`src/sv/serial_line_editor_echo_macros.svh`:
```
// Assertion macros shared by the serial line editor RTL.
`ifndef SERIAL_LINE_EDITOR_ECHO_MACROS_SVH
`define SERIAL_LINE_EDITOR_ECHO_MACROS_SVH

`ifndef SYNTHESIS

`define SLE_ASSERT(label, clk, rst_n, prop) \
	label: assert property (@(posedge clk) disable iff (!rst_n) prop) \
		else $error("serial_line_editor_echo: assertion failed");

`define SLE_NEVER(label, clk, rst_n, expr) \
	label: assert property (@(posedge clk) disable iff (!rst_n) !(expr)) \
		else $error("serial_line_editor_echo: forbidden condition seen");

`else

`define SLE_ASSERT(label, clk, rst_n, prop)

`define SLE_NEVER(label, clk, rst_n, expr)

`endif

`endif

```
`src/sv/sle_pkg.sv`:
```
// Shared types and constants of the serial line editor.
`timescale 1ns / 1ps

package sle_pkg;

	localparam int LINE_STORE_DEPTH = 512;
	localparam int ADDR_W = $clog2(LINE_STORE_DEPTH);

	typedef logic [ADDR_W-1:0] addr_t;

	localparam addr_t LEN_MAX = addr_t'(LINE_STORE_DEPTH - 1);

	localparam logic [7:0] CH_CR = 8'h0D;
	localparam logic [7:0] CH_LF = 8'h0A;
	localparam logic [7:0] CH_BS = 8'h08;

	typedef enum logic [1:0] {
		OP_TICK,
		OP_CR,
		OP_BS,
		OP_CHAR
	} op_t;

	typedef enum logic [2:0] {
		PH_IDLE  = 3'd0,
		PH_LF1   = 3'd1,
		PH_CHARS = 3'd2,
		PH_CR2   = 3'd3,
		PH_LF2   = 3'd4
	} phase_t;

	typedef struct packed {
		op_t        op;
		logic [7:0] ch;
	} cmd_t;

	typedef struct packed {
		logic [7:0] tx_byte;
		logic       line_end;
	} result_t;

	typedef struct packed {
		phase_t phase;
		logic   rd_pend;
	} back_status_t;

endpackage

```
`src/sv/sle_front.sv`:
```
// Front end: input handshake, event decoding and the command queue.
`timescale 1ns / 1ps

module sle_front (
	input  logic          clk,
	input  logic          arst_n,
	input  logic          push,
	output logic          full,
	input  logic          req_type,
	input  logic [7:0]    rx_byte,
	output logic          cmd_valid,
	output sle_pkg::cmd_t cmd,
	input  logic          cmd_take
);

	import sle_pkg::*;

	cmd_t       in_cmd;
	cmd_t       slot_q [2];
	logic       wr_ptr_q;
	logic       rd_ptr_q;
	logic [1:0] count_q;
	logic       push_ok;

	always_comb begin
		in_cmd.ch = rx_byte;
		priority if (req_type) begin
			in_cmd.op = OP_TICK;
		end else if (rx_byte == CH_CR) begin
			in_cmd.op = OP_CR;
		end else if (rx_byte == CH_BS) begin
			in_cmd.op = OP_BS;
		end else begin
			in_cmd.op = OP_CHAR;
		end
	end

	assign full      = (count_q == 2'd2);
	assign push_ok   = push && !full;
	assign cmd_valid = (count_q != 2'd0);
	assign cmd       = slot_q[rd_ptr_q];

	always_ff @(posedge clk) begin
		if (push_ok) begin
			slot_q[wr_ptr_q] <= in_cmd;
		end
	end

	always_ff @(posedge clk or negedge arst_n) begin
		if (!arst_n) begin
			wr_ptr_q <= 1'b0;
			rd_ptr_q <= 1'b0;
			count_q  <= 2'd0;
		end else begin
			if (push_ok) begin
				wr_ptr_q <= !wr_ptr_q;
			end
			if (cmd_take) begin
				rd_ptr_q <= !rd_ptr_q;
			end
			unique case ({push_ok, cmd_take})
				2'b10: count_q <= count_q + 2'd1;
				2'b01: count_q <= count_q - 2'd1;
				default: count_q <= count_q;
			endcase
		end
	end

endmodule

```
`config.mk`:
```
export PLATFORM = sky130hd
export DESIGN_NAME = sle_front
export DESIGN_NICKNAME = d
export VERILOG_FILES = /design/src/sv/serial_line_editor_echo_macros.svh /design/src/sv/sle_pkg.sv /design/src/sv/sle_front.sv
export SDC_FILE = /design/constraint.sdc
export NUM_CORES = 1
export LEC_CHECK = 0
export BUFFER_PORTS_ARGS = -buffer_cell sky130_fd_sc_hd__buf_2
export CORE_UTILIZATION = 53
export CTS_BUF_LIST = sky130_fd_sc_hd__clkbuf_8
export CTS_CLUSTER_DIAMETER = 150
export DETAILED_ROUTE_END_ITERATION = 8
export PLACE_DENSITY = 0.9
export SLEW_MARGIN = 20
export SYNTH_ARGS = -nofsm -noshare
export SYNTH_HDL_FRONTEND = slang
export SYNTH_SLANG_ARGS = --single-unit
```
`constraint.sdc`:
```
create_clock -name clk -period 1.7 [get_ports clk]
set_input_delay 0.085 -clock clk [delete_from_list [all_inputs] [get_ports clk]]
set_output_delay 0.085 -clock clk [all_outputs]
set_load 0.05 [all_outputs]
```
==> reports/summary.md <==
Counting along the longest clock path gives a buffer depth of 2. Post-synthesis sequential area ratio: 0.740. The number of buffers added for setup after CTS is 0.

The cell sitting at the root of the clock tree is a sky130_fd_sc_hd__clkbuf_8. Clock skew on the completed layout was measured at 0.00173 ns. In this run the power density over the cells is 1950 nW/um^2.

The number of antenna diodes in the final layout is 0. Mean instance size in the synthesized netlist: 17.9 um^2. The x dimension of the die came out at 44.3 um. The combined global-route utilization of all metal layers is 0.188, and the detail-routed net length per standard cell is 14.6 um. Max-cap violations in this run came to 0. The synthesized netlist occupies a cell area of 947 um^2.

At the worst endpoint, the required time is 1.62 ns. The final number of max-transition violations is 0, and the effective utilization at floorplan is 0.594. Entering global routing, the biggest net connects 14 pins. In this run the static leakage power is 0.462 nW. Counting flops and latches in the post-synthesis netlist gives 24. The smallest clock period supported by the final layout is computed as 1.61 ns. Total routed wirelength: 1.55 mm. After floorplanning, the core was sized to cover 1590 um^2. The Yosys step of the flow raised 0 warnings. The post-CTS resize count is 0, and the initial antenna violation count is 0. The die is 44.3 um tall. The share of synthesized flip-flops with an asynchronous set or reset works out to 0.167. sky130_fd_sc_hd__edfxtp_1 takes more of the synthesized area than any other cell. The synthesized design contains 20 enable-type register cells.

The ratio of cells with drive above 1 in the final layout was 0.488. The run gives 14 as the row count. For this run, the leading register cell type out of synthesis is sky130_fd_sc_hd__edfxtp_1.

The total of hold buffers inserted after clock tree synthesis is 1. Worst-case headroom to the max-slew limit: 0.675. STA classifies the critical path endpoint as an output pin. Ranked by total cell area, the synthesized netlist is headed by sky130_fd_sc_hd__edfxtp_1, sky130_fd_sc_hd__dfrtp_1, sky130_fd_sc_hd__mux2_2. Clock-pin slew was measured on the worst setup and hold paths at 0.08 ns.

The run finished with clean final reports. In this run the worst path has a maximum fanout of 11. After detailed placement, the design holds a cell count of 101. Summed over all failing endpoints, the final setup total negative slack is 0 ns.

The tools report the area of the die as 1960 um^2. 25 I/O pins were placed. The slew at the pin closest to its max-slew limit works out to 0.487 ns. The area fraction of the dominant cell type after synthesis was 0.634; the fmax was 621 MHz. TritonCTS created 3 clock buffers. In this run the worst hold path is classified as in2reg. The run gives 0.659 as the global placer's final weighted congestion. Dividing the detail-routed via count by the number of cells gives 5.27. The number of nets handed over by synthesis was 67. Setup violations remaining at the end of the flow were counted as 0. The run gives 53 as the post-synthesis cell count.

For the worst setup path, the data arrival time is 1.52 ns. The critical path class is reg2out. The clock insertion delay at the later pin of the skew report is 0.26 ns, and the total via count after detailed routing is 559. The logs give 2.50 mm for the first-pass GRT wire length and 1.32 mV for the maximum resistive drop on vdd. The count of nets left with antenna violations once routing finished came out at 0.

The net count reported at finish is 97, and the layout overhead on the synthesized area is 23.0%. TritonCTS built the clock tree. In this run the register-to-register setup slack is 0.27 ns.

Summed over all layers, the global routing overflow is 0. In the routed design, unresolved DRC markers number 0. The logs give 1 for the depth of the CTS H-tree and 4 for the number of iterations in the first detailed-routing pass. During placement, the flow inserted port buffers numbering 24.

Category of the worst setup path launch point: a flop. The logs give 571 for the number of global-route vias before repair and 0 for the number of endpoints with negative hold slack in the final report. Number of DRC markers after the initial detailed-route iteration: 17. The netlist uses 18 different library cells. The share of the clock period used by the worst path after layout was 0.947; the non-filler instance count after layout was 106.

Setup repair after global routing left no endpoint under its margin. The number of clock sinks seen by CTS is 24.
-- synth_stat cells (2+ instances only) --
| master | instances |
|---|---|
| sky130_fd_sc_hd__mux2_1 | 2 |
| sky130_fd_sc_hd__xnor2_1 | 3 |
| sky130_fd_sc_hd__nor2_1 | 3 |
| sky130_fd_sc_hd__edfxtp_1 | 20 |
| sky130_fd_sc_hd__xor2_1 | 2 |
| sky130_fd_sc_hd__mux2_2 | 8 |
| sky130_fd_sc_hd__dfrtp_1 | 4 |
-- worst paths after layout --
| check | startpoint | endpoint | cells past startpoint |
|---|---|---|---|
| min | cmd_take | rd_ptr_q | 2 |
| max | rd_ptr_q | cmd[4] | 2 |
| max in group asynchronous | arst_n | count_q[1] | 2 |
| min reg2reg | wr_ptr_q | wr_ptr_q | 1 |
| max reg2reg | count_q[0] | count_q[1] | 5 |
| min in group asynchronous | arst_n | wr_ptr_q | 2 |
-- power by group --
part | switching, mW | internal, mW | leakage (nW) | total, mW
sequential | 0.118 | 0.817 | 0.232 | 0.936
combinational | 0.671 | 0.294 | 0.201 | 0.965
clock | 0.166 | 0.206 | 0.0288 | 0.373
-- placed cells by master, fill, tap and decap left out --
cell type	count
sky130_fd_sc_hd__a21oi_1	1
sky130_fd_sc_hd__a31oi_1	1
sky130_fd_sc_hd__and3_1	1
sky130_fd_sc_hd__buf_2	24
sky130_fd_sc_hd__buf_4	1
sky130_fd_sc_hd__clkbuf_8	4
sky130_fd_sc_hd__dfrtp_1	4
sky130_fd_sc_hd__dlygate4sd3_1	1
sky130_fd_sc_hd__edfxtp_1	20
sky130_fd_sc_hd__ha_1	1
sky130_fd_sc_hd__inv_1	1
sky130_fd_sc_hd__mux2_1	2
sky130_fd_sc_hd__mux2_2	8
sky130_fd_sc_hd__nand2_1	1
sky130_fd_sc_hd__nand2b_1	1
sky130_fd_sc_hd__nor2_1	3
sky130_fd_sc_hd__nor3b_2	1
sky130_fd_sc_hd__or2_2	1
sky130_fd_sc_hd__or4_4	1
sky130_fd_sc_hd__xnor2_1	3
sky130_fd_sc_hd__xor2_1	2
-- area by class of cell --
class | count | area (um^2)
inverter | 1 | 3.75
timing repair buffer | 26 | 138
sequential | 24 | 701
multi-input combinational | 27 | 238
clock buffer | 4 | 55.1
tap | 24 | 30.0
fill | 104 | 429
-- worst max-delay path, stage by stage, from the launching register on --
cell,delay (ns)
sky130_fd_sc_hd__dfrtp_1,0.65
sky130_fd_sc_hd__mux2_2,0.40
sky130_fd_sc_hd__buf_2,0.21
-- metal layers --
metal | GRT usage | vias to the layer above | share of wire
met4 | 0.0909 | 0 | 0.018
met5 | 0 | - | 0
met1 | 0.203 | 276 | 0.38
met3 | 0.0327 | 3 | 0.049
li1 | - | 256 | -
met2 | 0.350 | 24 | 0.55
-- cells by family after synthesis --
| kind of cell | count (synthesis) | synth area share |
|---|---|---|
| DFF | 24 | 0.740 |
| muxes | 10 | 0.119 |
| and+or+nand+nor | 9 | 0.0608 |
| xor gates and xnor gates | 5 | 0.0462 |
| AOI/OAI and AO/OA | 2 | 0.0119 |
| buffers and inverters | 2 | 0.00924 |
| adders and majority gates | 1 | 0.0132 |
-- state kept, by name, summed over array words and instances (netlist names) --
| name | flops |
|---|---|
| rd_ptr_q | 1 |
| slot_q | 20 |
| count_q | 2 |
| wr_ptr_q | 1 |
-- through the flow --
stage | setup slack (ns) | power [mW] | hold slack [ns] | cell area, um^2 | utilization
after global placement | 0.372 | 1.88 | -0.105 | 1100 | 0.690
after floorplan | 0.249 | 1.70 | -0.211 | 947 | -
final | 0.0904 | 2.27 | 0.0159 | 1160 | 0.731
after CTS | 0.0804 | 2.29 | 0.0138 | 1160 | 0.731
after detailed placement | 0.285 | 1.91 | -0.100 | 1100 | 0.690
after global routing | 0.0355 | 2.37 | 0.0249 | 1160 | 0.731
(Power assumes the default switching activity.)
